==> config.mk <==
export PLATFORM = sky130hd
export DESIGN_NAME = hexapod_gait_phase_clock
export DESIGN_NICKNAME = d
export VERILOG_FILES = /design/src/rtl/core/hgpc_pkg.sv /design/src/rtl/core/hgpc_fifo.sv /design/src/rtl/core/hgpc_front.sv /design/src/rtl/core/hgpc_div.sv /design/src/rtl/core/hgpc_back.sv /design/src/rtl/core/hexapod_gait_phase_clock.sv
export SDC_FILE = /design/constraint.sdc
export NUM_CORES = 2
export LEC_CHECK = 0
export ABC_CLOCK_PERIOD_IN_PS = 10100
export BUFFER_PORTS_ARGS = -buffer_cell sky130_fd_sc_hd__buf_2
export CAP_MARGIN = 30
export CORE_MARGIN = 2
export CORE_UTILIZATION = 50
export DETAILED_ROUTE_END_ITERATION = 16
export PLACE_DENSITY = 0.78
export SLEW_MARGIN = 30
export SYNTH_ARGS = -nofsm -noshare
export SYNTH_HDL_FRONTEND = slang
export SYNTH_SLANG_ARGS = --single-unit
==> constraint.sdc <==
create_clock -name aclk -period 10.1 [get_ports aclk]
set_input_delay 1.01 -clock aclk [delete_from_list [all_inputs] [get_ports aclk]]
set_output_delay 1.01 -clock aclk [all_outputs]
set_load 0.05 [all_outputs]
==> src/rtl/core/hgpc_pkg.sv <==
// types, constants and tables of the gait phase clock
`default_nettype none

package hgpc_pkg;

    localparam int unsigned LEG_COUNT     = 6;
    localparam int unsigned LEG_W         = 3;
    localparam int unsigned T_W           = 16;
    localparam int unsigned LAG_W         = 15;
    localparam int unsigned GAIT_W        = 2;
    localparam int unsigned CFG_ADDR_W    = 2;
    localparam int unsigned CFG_DATA_W    = 16;
    localparam int unsigned TICK_W        = 32;
    localparam int unsigned LAG_FRAC_BITS = 17;
    localparam int unsigned T12_W         = 20;
    localparam int unsigned SUM_W         = 21;
    localparam int unsigned SX_W          = 39;
    localparam int unsigned REM_W         = 38;
    localparam int unsigned STEP_W        = 6;
    localparam int unsigned MULT_W        = 5;
    localparam int unsigned GAP_W         = 4;

    localparam logic [LEG_W-1:0] LAST_LEG = LEG_W'(LEG_COUNT - 1);
    localparam logic [STEP_W-1:0] MOD_STEPS = STEP_W'(TICK_W);
    localparam logic [T_W-1:0] CYCLE_TICKS_RESET = 16'd100;

    // register indexes
    localparam logic [CFG_ADDR_W-1:0] CFG_CYCLE_TICKS = 2'd0;
    localparam logic [CFG_ADDR_W-1:0] CFG_GAIT_MODE   = 2'd1;
    localparam logic [CFG_ADDR_W-1:0] CFG_PHASE_LAG   = 2'd2;

    // gait codes, any other code runs as tripod
    localparam logic [GAIT_W-1:0] GAIT_WAVE   = 2'd0;
    localparam logic [GAIT_W-1:0] GAIT_RIPPLE = 2'd1;
    localparam logic [GAIT_W-1:0] GAIT_TRIPOD = 2'd2;

    typedef struct packed {
        logic              walking;
        logic [TICK_W-1:0] t;
    } tick_t;

    typedef struct packed {
        logic [REM_W-1:0]  rem_init;
        logic [TICK_W-1:0] dividend;
        logic [REM_W-1:0]  divisor;
        logic [STEP_W-1:0] steps;
    } div_req_t;

    typedef enum logic [3:0] {
        B_IDLE,
        B_MOD,
        B_PREP,
        B_PREP2,
        B_SUM,
        B_WRAP,
        B_CLASS,
        B_CDIV,
        B_OUT
    } back_state_t;

    // 9 + twelfths-of-cycle offset of a leg, the 9 being the fixed 3T/4
    function automatic logic [MULT_W-1:0] leg_phase_mult(logic [GAIT_W-1:0] gait,
                                                         logic [LEG_W-1:0] leg);
        logic [2:0] slot;
        logic       half;
        case (leg)
            3'd0:    slot = 3'd0;
            3'd1:    slot = 3'd3;
            3'd2:    slot = 3'd4;
            3'd3:    slot = 3'd1;
            3'd4:    slot = 3'd2;
            3'd5:    slot = 3'd5;
            default: slot = 3'd0;
        endcase
        half = (leg == 3'd1) || (leg == 3'd2) || (leg == 3'd5);
        if (gait == GAIT_WAVE || gait == GAIT_RIPPLE) begin
            leg_phase_mult = 5'd9 + {1'b0, slot, 1'b0};
        end else begin
            leg_phase_mult = half ? 5'd15 : 5'd9;
        end
    endfunction

    // swing share of the cycle in twelfths
    function automatic logic [GAP_W-1:0] swing_twelfths(logic [GAIT_W-1:0] gait);
        case (gait)
            GAIT_WAVE:   swing_twelfths = 4'd2;
            GAIT_RIPPLE: swing_twelfths = 4'd4;
            default:     swing_twelfths = 4'd6;
        endcase
    endfunction

endpackage

`default_nettype wire

==> src/rtl/core/hgpc_fifo.sv <==
// two-entry tick queue between front and back
`default_nettype none

module hgpc_fifo (
    input  wire                 aclk,
    input  wire                 aresetn,
    input  wire                 push,
    input  hgpc_pkg::tick_t     push_data,
    input  wire                 pop,
    output hgpc_pkg::tick_t     pop_data,
    output logic                full,
    output logic                empty
);

    hgpc_pkg::tick_t entry_reg [2];
    logic       wr_ptr_reg;
    logic       rd_ptr_reg;
    logic [1:0] count_reg;

    always_ff @(posedge aclk) begin
        if (!aresetn) begin
            wr_ptr_reg <= 1'b0;
            rd_ptr_reg <= 1'b0;
            count_reg  <= 2'd0;
        end else begin
            if (push) begin
                wr_ptr_reg <= ~wr_ptr_reg;
            end
            if (pop) begin
                rd_ptr_reg <= ~rd_ptr_reg;
            end
            if (push && !pop) begin
                count_reg <= count_reg + 2'd1;
            end else if (pop && !push) begin
                count_reg <= count_reg - 2'd1;
            end
        end
    end

    always_ff @(posedge aclk) begin
        if (push) begin
            entry_reg[wr_ptr_reg] <= push_data;
        end
    end

    assign pop_data = entry_reg[rd_ptr_reg];
    assign full     = (count_reg == 2'd2);
    assign empty    = (count_reg == 2'd0);

endmodule

`default_nettype wire

==> src/rtl/core/hgpc_front.sv <==
// input side: takes ticks and keeps the walking time counter
`default_nettype none

module hgpc_front (
    input  wire                 aclk,
    input  wire                 aresetn,
    input  wire                 s_valid,
    output logic                s_ready,
    input  wire                 s_walking,
    input  wire                 q_full,
    output logic                q_push,
    output hgpc_pkg::tick_t     q_data
);

    logic                              was_walking_reg;
    logic                              was_walking_next;
    logic [hgpc_pkg::TICK_W-1:0]       elapsed_reg;
    logic [hgpc_pkg::TICK_W-1:0]       elapsed_next;

    assign s_ready = !q_full;
    assign q_push  = s_valid && !q_full;

    always_comb begin
        q_data.walking   = s_walking;
        q_data.t         = '0;
        was_walking_next = was_walking_reg;
        elapsed_next     = elapsed_reg;
        if (q_push) begin
            was_walking_next = s_walking;
            if (!s_walking) begin
                elapsed_next = '0;
            end else if (!was_walking_reg) begin
                // first walking tick restarts time at zero
                elapsed_next = hgpc_pkg::TICK_W'(1);
            end else begin
                q_data.t     = elapsed_reg;
                elapsed_next = elapsed_reg + hgpc_pkg::TICK_W'(1);
            end
        end
    end

    always_ff @(posedge aclk) begin
        if (!aresetn) begin
            was_walking_reg <= 1'b0;
            elapsed_reg     <= '0;
        end else begin
            was_walking_reg <= was_walking_next;
            elapsed_reg     <= elapsed_next;
        end
    end

endmodule

`default_nettype wire

==> src/rtl/core/hgpc_div.sv <==
// shared restoring divider, one quotient bit per cycle
`default_nettype none

module hgpc_div #(
    parameter int unsigned QW = 16
) (
    input  wire                          aclk,
    input  wire                          aresetn,
    input  wire                          start,
    input  hgpc_pkg::div_req_t           req,
    output logic                         done,
    output logic [hgpc_pkg::REM_W-1:0]   rem,
    output logic [QW-1:0]                quo
);

    logic [hgpc_pkg::REM_W-1:0]  rem_reg;
    logic [hgpc_pkg::REM_W-1:0]  divisor_reg;
    logic [hgpc_pkg::TICK_W-1:0] dvd_reg;
    logic [QW-1:0]               quo_reg;
    logic [hgpc_pkg::STEP_W-1:0] cnt_reg;
    logic                        busy_reg;
    logic                        done_reg;
    logic [hgpc_pkg::REM_W-1:0]  shifted;
    logic                        fits;

    // remainder stays below the divisor, so the top bit is free for the shift
    assign shifted = {rem_reg[hgpc_pkg::REM_W-2:0], dvd_reg[hgpc_pkg::TICK_W-1]};
    assign fits    = (shifted >= divisor_reg);

    always_ff @(posedge aclk) begin
        if (!aresetn) begin
            busy_reg <= 1'b0;
            done_reg <= 1'b0;
            cnt_reg  <= '0;
        end else begin
            done_reg <= 1'b0;
            if (start) begin
                busy_reg <= 1'b1;
                cnt_reg  <= req.steps;
            end else if (busy_reg) begin
                cnt_reg <= cnt_reg - hgpc_pkg::STEP_W'(1);
                if (cnt_reg == hgpc_pkg::STEP_W'(1)) begin
                    busy_reg <= 1'b0;
                    done_reg <= 1'b1;
                end
            end
        end
    end

    always_ff @(posedge aclk) begin
        if (start) begin
            rem_reg     <= req.rem_init;
            divisor_reg <= req.divisor;
            dvd_reg     <= req.dividend;
            quo_reg     <= '0;
        end else if (busy_reg) begin
            rem_reg <= fits ? (shifted - divisor_reg) : shifted;
            dvd_reg <= {dvd_reg[hgpc_pkg::TICK_W-2:0], 1'b0};
            quo_reg <= {quo_reg[QW-2:0], fits};
        end
    end

    assign done = done_reg;
    assign rem  = rem_reg;
    assign quo  = quo_reg;

endmodule

`default_nettype wire

==> src/rtl/core/hgpc_back.sv <==
// result side: phase and clock per leg, one leg at a time
`default_nettype none

module hgpc_back #(
    parameter int unsigned CLOCK_FRAC_BITS = 16
) (
    input  wire                              aclk,
    input  wire                              aresetn,
    input  wire [hgpc_pkg::T_W-1:0]          cycle_ticks,
    input  wire [hgpc_pkg::GAIT_W-1:0]       gait_mode,
    input  wire [hgpc_pkg::LAG_W-1:0]        phase_lag_frac,
    input  wire                              q_empty,
    input  hgpc_pkg::tick_t                  q_data,
    output logic                             q_pop,
    output logic                             m_valid,
    input  wire                              m_ready,
    output logic [hgpc_pkg::LEG_W-1:0]       m_leg_index,
    output logic                             m_swing,
    output logic [CLOCK_FRAC_BITS:0]         m_leg_clock,
    output logic                             m_last_leg
);

    localparam int unsigned CW = CLOCK_FRAC_BITS + 1;
    localparam logic [CW-1:0] CLOCK_ONE = CW'(1) << CLOCK_FRAC_BITS;
    localparam int unsigned SX = hgpc_pkg::SX_W;
    localparam int unsigned LF = hgpc_pkg::LAG_FRAC_BITS;

    hgpc_pkg::back_state_t state_reg, state_next;

    logic                            walk_reg;
    logic [hgpc_pkg::LEG_W-1:0]      leg_reg;
    logic [hgpc_pkg::T12_W-1:0]      t12_reg;
    logic [hgpc_pkg::T12_W-1:0]      cyc12_reg;
    logic signed [SX-1:0]            h_reg, e_reg, full_reg;
    logic signed [SX-1:0]            b_reg, ep_reg, fh_reg, fe_reg;
    logic [hgpc_pkg::SUM_W-1:0]      sum_reg;
    logic signed [SX-1:0]            x_reg;
    logic                            swing_reg;
    logic [CW-1:0]                   clock_reg;
    logic                            m_valid_reg;
    logic [hgpc_pkg::LEG_W-1:0]      m_leg_reg;
    logic                            m_swing_reg;
    logic [CW-1:0]                   m_clock_reg;
    logic                            m_last_reg;

    logic [hgpc_pkg::T_W-1:0]        t_eff;
    logic [hgpc_pkg::T12_W-1:0]      r12;
    logic [hgpc_pkg::T12_W-1:0]      cyc12;
    logic [hgpc_pkg::T_W+hgpc_pkg::LAG_W-1:0] tl;
    logic [hgpc_pkg::T_W+hgpc_pkg::LAG_W+3:0] h_wide;
    logic [hgpc_pkg::T12_W-1:0]      gap_prod;
    logic [hgpc_pkg::SUM_W-1:0]      off_prod;
    logic [hgpc_pkg::SUM_W-1:0]      wrap1, wrap2;
    logic signed [SX-1:0]            num_swing, num_stance;
    logic                            out_free;
    logic                            load_out;
    logic                            div_start;
    hgpc_pkg::div_req_t              div_req;
    logic                            div_done;
    logic [hgpc_pkg::REM_W-1:0]      div_rem;
    logic [CLOCK_FRAC_BITS-1:0]      div_quo;

    hgpc_div #(
        .QW(CLOCK_FRAC_BITS)
    ) u_div (
        .aclk    (aclk),
        .aresetn (aresetn),
        .start   (div_start),
        .req     (div_req),
        .done    (div_done),
        .rem     (div_rem),
        .quo     (div_quo)
    );

    // zero period runs as one tick
    assign t_eff = (cycle_ticks == '0) ? hgpc_pkg::T_W'(1) : cycle_ticks;

    assign r12   = {1'b0, div_rem[hgpc_pkg::T_W-1:0], 3'b000}
                 + {2'b00, div_rem[hgpc_pkg::T_W-1:0], 2'b00};
    assign cyc12 = {1'b0, t_eff, 3'b000} + {2'b00, t_eff, 2'b00};
    assign tl    = t_eff * phase_lag_frac;
    assign h_wide = {1'b0, tl, 3'b000} + {2'b00, tl, 2'b00};
    assign gap_prod = t_eff * hgpc_pkg::swing_twelfths(gait_mode);
    assign off_prod = t_eff * hgpc_pkg::leg_phase_mult(gait_mode, leg_reg);

    assign wrap1 = (sum_reg >= {1'b0, cyc12_reg}) ? (sum_reg - {1'b0, cyc12_reg}) : sum_reg;
    assign wrap2 = (wrap1 >= {1'b0, cyc12_reg}) ? (wrap1 - {1'b0, cyc12_reg}) : wrap1;

    assign num_swing  = x_reg - h_reg;
    assign num_stance = x_reg - e_reg;

    assign out_free = !m_valid_reg || m_ready;

    always_comb begin
        state_next = state_reg;
        q_pop      = 1'b0;
        load_out   = 1'b0;
        div_start  = 1'b0;
        div_req    = '0;
        case (state_reg)
            hgpc_pkg::B_IDLE: begin
                if (!q_empty) begin
                    q_pop = 1'b1;
                    if (q_data.walking) begin
                        div_start        = 1'b1;
                        div_req.dividend = q_data.t;
                        div_req.divisor  = hgpc_pkg::REM_W'(t_eff);
                        div_req.steps    = hgpc_pkg::MOD_STEPS;
                        state_next       = hgpc_pkg::B_MOD;
                    end else begin
                        state_next = hgpc_pkg::B_OUT;
                    end
                end
            end
            hgpc_pkg::B_MOD: begin
                if (div_done) begin
                    state_next = hgpc_pkg::B_PREP;
                end
            end
            hgpc_pkg::B_PREP: begin
                state_next = hgpc_pkg::B_PREP2;
            end
            hgpc_pkg::B_PREP2: begin
                state_next = hgpc_pkg::B_SUM;
            end
            hgpc_pkg::B_SUM: begin
                state_next = hgpc_pkg::B_WRAP;
            end
            hgpc_pkg::B_WRAP: begin
                state_next = hgpc_pkg::B_CLASS;
            end
            hgpc_pkg::B_CLASS: begin
                state_next = hgpc_pkg::B_OUT;
                if (x_reg < h_reg) begin
                    state_next = hgpc_pkg::B_OUT;
                end else if (x_reg < b_reg) begin
                    div_start        = 1'b1;
                    div_req.rem_init = num_swing[hgpc_pkg::REM_W-1:0];
                    div_req.divisor  = b_reg[hgpc_pkg::REM_W-1:0];
                    div_req.steps    = hgpc_pkg::STEP_W'(CLOCK_FRAC_BITS);
                    state_next       = hgpc_pkg::B_CDIV;
                end else if (x_reg < ep_reg) begin
                    state_next = hgpc_pkg::B_OUT;
                end else if (x_reg < fh_reg) begin
                    div_start        = 1'b1;
                    div_req.rem_init = num_stance[hgpc_pkg::REM_W-1:0];
                    div_req.divisor  = fe_reg[hgpc_pkg::REM_W-1:0];
                    div_req.steps    = hgpc_pkg::STEP_W'(CLOCK_FRAC_BITS);
                    state_next       = hgpc_pkg::B_CDIV;
                end
            end
            hgpc_pkg::B_CDIV: begin
                if (div_done) begin
                    state_next = hgpc_pkg::B_OUT;
                end
            end
            hgpc_pkg::B_OUT: begin
                if (out_free) begin
                    load_out = 1'b1;
                    if (leg_reg == hgpc_pkg::LAST_LEG) begin
                        state_next = hgpc_pkg::B_IDLE;
                    end else if (walk_reg) begin
                        state_next = hgpc_pkg::B_SUM;
                    end else begin
                        state_next = hgpc_pkg::B_OUT;
                    end
                end
            end
            default: begin
                state_next = hgpc_pkg::B_IDLE;
            end
        endcase
    end

    always_ff @(posedge aclk) begin
        if (!aresetn) begin
            state_reg   <= hgpc_pkg::B_IDLE;
            m_valid_reg <= 1'b0;
        end else begin
            state_reg <= state_next;
            if (load_out) begin
                m_valid_reg <= 1'b1;
            end else if (m_ready) begin
                m_valid_reg <= 1'b0;
            end
        end
    end

    always_ff @(posedge aclk) begin
        if (q_pop) begin
            walk_reg  <= q_data.walking;
            leg_reg   <= '0;
            swing_reg <= 1'b0;
            clock_reg <= '0;
        end
        if (state_reg == hgpc_pkg::B_MOD && div_done) begin
            t12_reg <= r12;
        end
        if (state_reg == hgpc_pkg::B_PREP) begin
            cyc12_reg <= cyc12;
            h_reg     <= SX'(h_wide);
            e_reg     <= SX'({gap_prod, LF'(0)});
            full_reg  <= SX'({cyc12, LF'(0)});
        end
        if (state_reg == hgpc_pkg::B_PREP2) begin
            b_reg  <= e_reg - h_reg;
            ep_reg <= e_reg + h_reg;
            fh_reg <= full_reg - h_reg;
            fe_reg <= full_reg - e_reg;
        end
        if (state_reg == hgpc_pkg::B_SUM) begin
            sum_reg <= {1'b0, t12_reg} + off_prod;
        end
        if (state_reg == hgpc_pkg::B_WRAP) begin
            x_reg <= SX'({wrap2, LF'(0)});
        end
        if (state_reg == hgpc_pkg::B_CLASS) begin
            // swing lag, swing, lag into stance, stance, stance lag
            if (x_reg < h_reg) begin
                swing_reg <= 1'b1;
                clock_reg <= '0;
            end else if (x_reg < b_reg) begin
                swing_reg <= 1'b1;
            end else if (x_reg < ep_reg) begin
                swing_reg <= 1'b0;
                clock_reg <= '0;
            end else if (x_reg < fh_reg) begin
                swing_reg <= 1'b0;
            end else begin
                swing_reg <= 1'b0;
                clock_reg <= CLOCK_ONE;
            end
        end
        if (state_reg == hgpc_pkg::B_CDIV && div_done) begin
            clock_reg <= {1'b0, div_quo};
        end
        if (load_out) begin
            m_leg_reg   <= leg_reg;
            m_swing_reg <= swing_reg;
            m_clock_reg <= clock_reg;
            m_last_reg  <= (leg_reg == hgpc_pkg::LAST_LEG);
            leg_reg     <= leg_reg + hgpc_pkg::LEG_W'(1);
        end
    end

    assign m_valid     = m_valid_reg;
    assign m_leg_index = m_leg_reg;
    assign m_swing     = m_swing_reg;
    assign m_leg_clock = m_clock_reg;
    assign m_last_leg  = m_last_reg;

endmodule

`default_nettype wire

==> src/rtl/core/hexapod_gait_phase_clock.sv <==
// Hexapod gait phase clock, top level.
// Input stream: one item per gait tick, s_axis_tdata[0] is the walking flag.
// Output stream: six items per tick, legs 0 to 5 in order, tlast on leg 5.
// Each output item carries the leg number, swing/stance and a Q1.CLOCK_FRAC_BITS
// progress clock, where 1 << CLOCK_FRAC_BITS means a full phase.
// Configuration: cfg_we writes cfg_wdata into register cfg_addr
// (0 cycle period, 1 gait mode, 2 phase lag); write only while no tick is
// in flight.
// Timing: a walking tick first reduces its time count modulo the period on the
// shared serial divider, then each leg is worked in turn, using the same
// divider for its clock in the swing and stance spans. An idle tick skips
// the divider. The divider, used one bit per cycle, sets the pace of a
// walking tick.
// A two-entry queue lets ticks arrive while earlier ones are being worked.
// Reset (aresetn low, synchronous) empties the queue, drops any pending
// output, clears the time counter and loads the register reset values.
// A stalled receiver holds the current output item; work stops once the
// next result is ready, and input is refused only when the queue is full.
`default_nettype none

module hexapod_gait_phase_clock #(
    parameter int unsigned CLOCK_FRAC_BITS = 16
) (
    input  wire                                   aclk,
    input  wire                                   aresetn,
    input  wire                                   s_axis_tvalid,
    output logic                                  s_axis_tready,
    // [0] walking
    input  wire [7:0]                             s_axis_tdata,
    output logic                                  m_axis_tvalid,
    input  wire                                   m_axis_tready,
    // [2:0] leg_index, [3] swing, [CLOCK_FRAC_BITS+4:4] leg_clock
    output logic [((CLOCK_FRAC_BITS+5+7)/8)*8-1:0] m_axis_tdata,
    output logic                                  m_axis_tlast,
    input  wire                                   cfg_we,
    input  wire [hgpc_pkg::CFG_ADDR_W-1:0]        cfg_addr,
    input  wire [hgpc_pkg::CFG_DATA_W-1:0]        cfg_wdata
);

    localparam int unsigned FIELD_W = hgpc_pkg::LEG_W + 1 + CLOCK_FRAC_BITS + 1;
    localparam int unsigned TDATA_W = ((FIELD_W + 7) / 8) * 8;

    logic [hgpc_pkg::T_W-1:0]    cycle_ticks_reg;
    logic [hgpc_pkg::GAIT_W-1:0] gait_mode_reg;
    logic [hgpc_pkg::LAG_W-1:0]  phase_lag_reg;

    logic                        q_push;
    logic                        q_pop;
    logic                        q_full;
    logic                        q_empty;
    hgpc_pkg::tick_t             q_wdata;
    hgpc_pkg::tick_t             q_rdata;

    logic [hgpc_pkg::LEG_W-1:0]  leg_index;
    logic                        swing;
    logic [CLOCK_FRAC_BITS:0]    leg_clock;

    always_ff @(posedge aclk) begin
        if (!aresetn) begin
            cycle_ticks_reg <= hgpc_pkg::CYCLE_TICKS_RESET;
            gait_mode_reg   <= hgpc_pkg::GAIT_WAVE;
            phase_lag_reg   <= '0;
        end else if (cfg_we) begin
            case (cfg_addr)
                hgpc_pkg::CFG_CYCLE_TICKS: cycle_ticks_reg <= cfg_wdata;
                hgpc_pkg::CFG_GAIT_MODE:
                    gait_mode_reg <= cfg_wdata[hgpc_pkg::GAIT_W-1:0];
                hgpc_pkg::CFG_PHASE_LAG:
                    phase_lag_reg <= cfg_wdata[hgpc_pkg::LAG_W-1:0];
                default: begin
                end
            endcase
        end
    end

    hgpc_front u_front (
        .aclk      (aclk),
        .aresetn   (aresetn),
        .s_valid   (s_axis_tvalid),
        .s_ready   (s_axis_tready),
        .s_walking (s_axis_tdata[0]),
        .q_full    (q_full),
        .q_push    (q_push),
        .q_data    (q_wdata)
    );

    hgpc_fifo u_fifo (
        .aclk      (aclk),
        .aresetn   (aresetn),
        .push      (q_push),
        .push_data (q_wdata),
        .pop       (q_pop),
        .pop_data  (q_rdata),
        .full      (q_full),
        .empty     (q_empty)
    );

    hgpc_back #(
        .CLOCK_FRAC_BITS(CLOCK_FRAC_BITS)
    ) u_back (
        .aclk           (aclk),
        .aresetn        (aresetn),
        .cycle_ticks    (cycle_ticks_reg),
        .gait_mode      (gait_mode_reg),
        .phase_lag_frac (phase_lag_reg),
        .q_empty        (q_empty),
        .q_data         (q_rdata),
        .q_pop          (q_pop),
        .m_valid        (m_axis_tvalid),
        .m_ready        (m_axis_tready),
        .m_leg_index    (leg_index),
        .m_swing        (swing),
        .m_leg_clock    (leg_clock),
        .m_last_leg     (m_axis_tlast)
    );

    assign m_axis_tdata = TDATA_W'({leg_clock, swing, leg_index});

endmodule

`default_nettype wire

==> impl_metrics.json <==
{
  "cp-end-kind": "flip-flop",
  "finalInstanceArea_um2": 49600,
  "reg2reg_to": "u_back.h_reg[34]$_DFFE_PP_",
  "criticalPathCategory": "reg -> reg",
  "cts-root-buf": "clkbuf_16",
  "cp_max_fo": 34,
  "async_flop_share_pct": 0,
  "synth_area_um2": 45880,
  "yosysSeqAreaShare_pct": 33.84,
  "nets": 5562,
  "drc": 0,
  "cap_viol_max_count": 0,
  "hold_path_class": "reg -> reg",
  "gp_congestion": 0.9874,
  "grt.overflow.total": 0,
  "syn2layout_area_growth_pct": 8.102,
  "min_to": "u_back.m_swing$_DFFE_PP_",
  "antenna_found_initial": 0,
  "rows": 111,
  "clk_pin_slew_ns": 0.06,
  "initial_core_util_pct": 50.28,
  "vias": 35300,
  "place_area_um2": 47530,
  "largest_reg_flops": 66,
  "cts_buffers": 60,
  "num-fill-cells": 7903,
  "h-tree-depth": 2,
  "wire_per_inst_um": 19.46,
  "power_per_cell_area_nw_per_um2": 207.1,
  "route.antenna.remaining_nets": 0,
  "finalWirelength_um": 117700,
  "fmax_mhz": 104.9,
  "grt_pass1_vias": 34390,
  "stdcell_count": 6049,
  "syn_area_per_cell_um2": 9.575,
  "r2r_cells": 36,
  "port_buffers": 47,
  "tns_ns": 0,
  "grt_max_degree": 81,
  "synth_flop_cell": "edfxtp_1",
  "cts_sinks": 556,
  "final_util_pct": 54.36,
  "cts_tree": "yes",
  "ys_ff_latch": 556,
  "cp.arrival_ns": 9.95,
  "vdd_ir_drop_max_v": 0.0002003,
  "finalCriticalPeriod_ns": 9.535,
  "min_period_over_period_pct": 94.41,
  "firstDrtPassIters": 6,
  "fp.dieW_um": 306.9,
  "r2r-start": "cycle_ticks_reg[6]$_SDFFE_PN1P_",
  "drive_gt1_share_pct": 6.107,
  "core-area_um2": 91250,
  "io_pins": 58,
  "synthDistinctLibCells": 86,
  "synth_top_area_share_pct": 28.73,
  "drtIter0Drc": 3168,
  "diodes": 0,
  "r2r_slack_ns": 0.57,
  "vias_per_cell": 5.836,
  "yosys-top-cells-area": "edfxtp_1, ha_1, fa_1, dfxtp_1, inv_1",
  "finalSetupViolations": 0,
  "yosysWarnings": 0,
  "synth_edf_count": 439,
  "p_leak_nw": 22.06,
  "drv_slew": 0,
  "syn_inst": 4792,
  "status": "finished clean",
  "critPathRequiredTime_ns": 10.52,
  "hold_viol": 0,
  "synth_area_leader_cell": "edfxtp_1",
  "dpl.hpwl_um": 90910,
  "grt_first_pass_wirelength_um": 185400,
  "insertion_delay_ns": 0.68,
  "fin_skew_ns": 0.06598,
  "dp.cells": 5936,
  "cts_max_path_buffers": 3,
  "grt_use_total_pct": 24.85,
  "critPathMaxStageDelay_ns": 0.54,
  "die_y_um": 306.9,
  "crit_path_start_kind": "flip-flop",
  "worst_pin_slew_ns": 0.8981,
  "whs_path_depth": 0,
  "max_slew_margin_pct": 39.57,
  "worstHoldStart": "u_back.swing_reg$_SDFFCE_PN0P_",
  "rsz0062_at_grt": "false",
  "cp_slowest_cell": "fa_1",
  "die-area_um2": 94200
}
-- kinds of logic (layout without fill, tap and decap cells) --
| family | Yosys count | after routing | share of synthesized area, % |
|---|---|---|---|
| simple gates | 1430 | 1430 | 15.06 |
| compound gates | 978 | 978 | 13.79 |
| buf+inv | 735 | 804 | 6.149 |
| fa+ha+maj | 719 | 719 | 23.68 |
| flops | 556 | 556 | 33.84 |
| xor+xnor | 270 | 270 | 5.154 |
| mux | 103 | 103 | 2.323 |
| other cells | 1 | 3 | 0.008173 |
-- area by class of cell --
type                    count  area (um^2)  share of cell area [%]
clock inverters            44        464.2                  0.9359
repair buffers            110        732.0                   1.476
flip-flops and latches    556        15530                   31.31
clock buffers              69         1588                   3.201
well taps                1186         1484                   2.992
multi-input cells        3503        27620                   55.69
inverters                 581         2181                   4.397
-- stage by stage --
| step | hold WS (ns) | power [mW] | worst slack (ns) |
|---|---|---|---|
| 2_1_floorplan | 0.4003 | 6.875 | 0.9968 |
| 3_3_place_gp | 0.4061 | 7.803 | 0.4645 |
| 3_5_place_dp | 0.4045 | 7.956 | 0.3559 |
| 4_1_cts | 0.4096 | 10.27 | 0.3207 |
| 5_1_grt | 0.4152 | 10.94 | 0.09946 |
| 6_report | 0.4104 | 10.27 | 0.5651 |
-- synth_stat cells (all sizes together) (20+ instances only) --
library cell  instances
a31oi                28
nor2b                58
nand2b               38
ha                  470
and2                 98
o21bai               35
a21boi               53
or3                  32
dfxtp               117
nand4                33
a21o                 74
o21a                 37
inv                 579
a21oi               241
xnor2               199
mux2                 28
fa                  249
o21ai               258
buf                  25
nand2               454
mux2i                75
a22oi                34
nand3                67
a211oi               40
nor2                322
nor3                 98
nor4                 20
edfxtp              439
xor2                 71
clkbuf              129
and3                157
-- cells in the final DEF (no fill, tap or decap), drive strengths merged, types with 117 or more instances in the layout --
cell,netlist,routed
o21ai,258,258
fa,249,249
xnor2,199,199
dfxtp,117,117
nand2,454,454
edfxtp,439,439
inv,579,585
ha,470,470
a21oi,241,241
nor2,322,322
and3,157,157
-- worst max-delay path, delay by kind of cell, from the launching register on --
family,cells,cell delay [ns]
buf+inv,5,0.43
flops,1,0.39
simple gates,8,1.81
compound gates,13,2.77
xor+xnor,1,0.16
fa+ha+maj,9,3.71
-- metal layers --
metal | track usage [%] | part of all wire (%) | wire length, um | vias to the layer above
met4 | 10.52 | 4.6 | 5361 | 0
met2 | 40.53 | 46 | 53820 | 1248
li1 | - | - | - | 16730
met3 | 3.460 | 6.9 | 8095 | 288
met5 | 0 | 0 | 0 | -
met1 | 33.22 | 43 | 50460 | 17030
-- timing repair --
item,4_1_cts,5_1_grt
setup endpoints to repair,0,6
setup buffers,0,0
gates resized for setup,0,2
hold buffers,0,0
-- power breakdown --
part | switching, mW | internal, mW
clock | 0.980 | 1.30
sequential | 0.243 | 3.14
combinational | 2.77 | 1.84
-- how the worst max path moves through the flow --
stage                                          startpoint  cells after the start                    endpoint
final                     cycle_ticks_reg[6]$_SDFFE_PN1P_                     36  u_back.h_reg[34]$_DFFE_PP_
after global routing      cycle_ticks_reg[6]$_SDFFE_PN1P_                     36  u_back.h_reg[34]$_DFFE_PP_
after CTS                 cycle_ticks_reg[6]$_SDFFE_PN1P_                     36  u_back.h_reg[34]$_DFFE_PP_
after detailed placement  cycle_ticks_reg[6]$_SDFFE_PN1P_                     36  u_back.h_reg[34]$_DFFE_PP_
after global placement    cycle_ticks_reg[6]$_SDFFE_PN1P_                     35  u_back.h_reg[34]$_DFFE_PP_
after floorplan           cycle_ticks_reg[4]$_SDFFE_PN0P_                     39  u_back.h_reg[34]$_DFFE_PP_
Note: power is estimated with default switching activity, not from simulation.
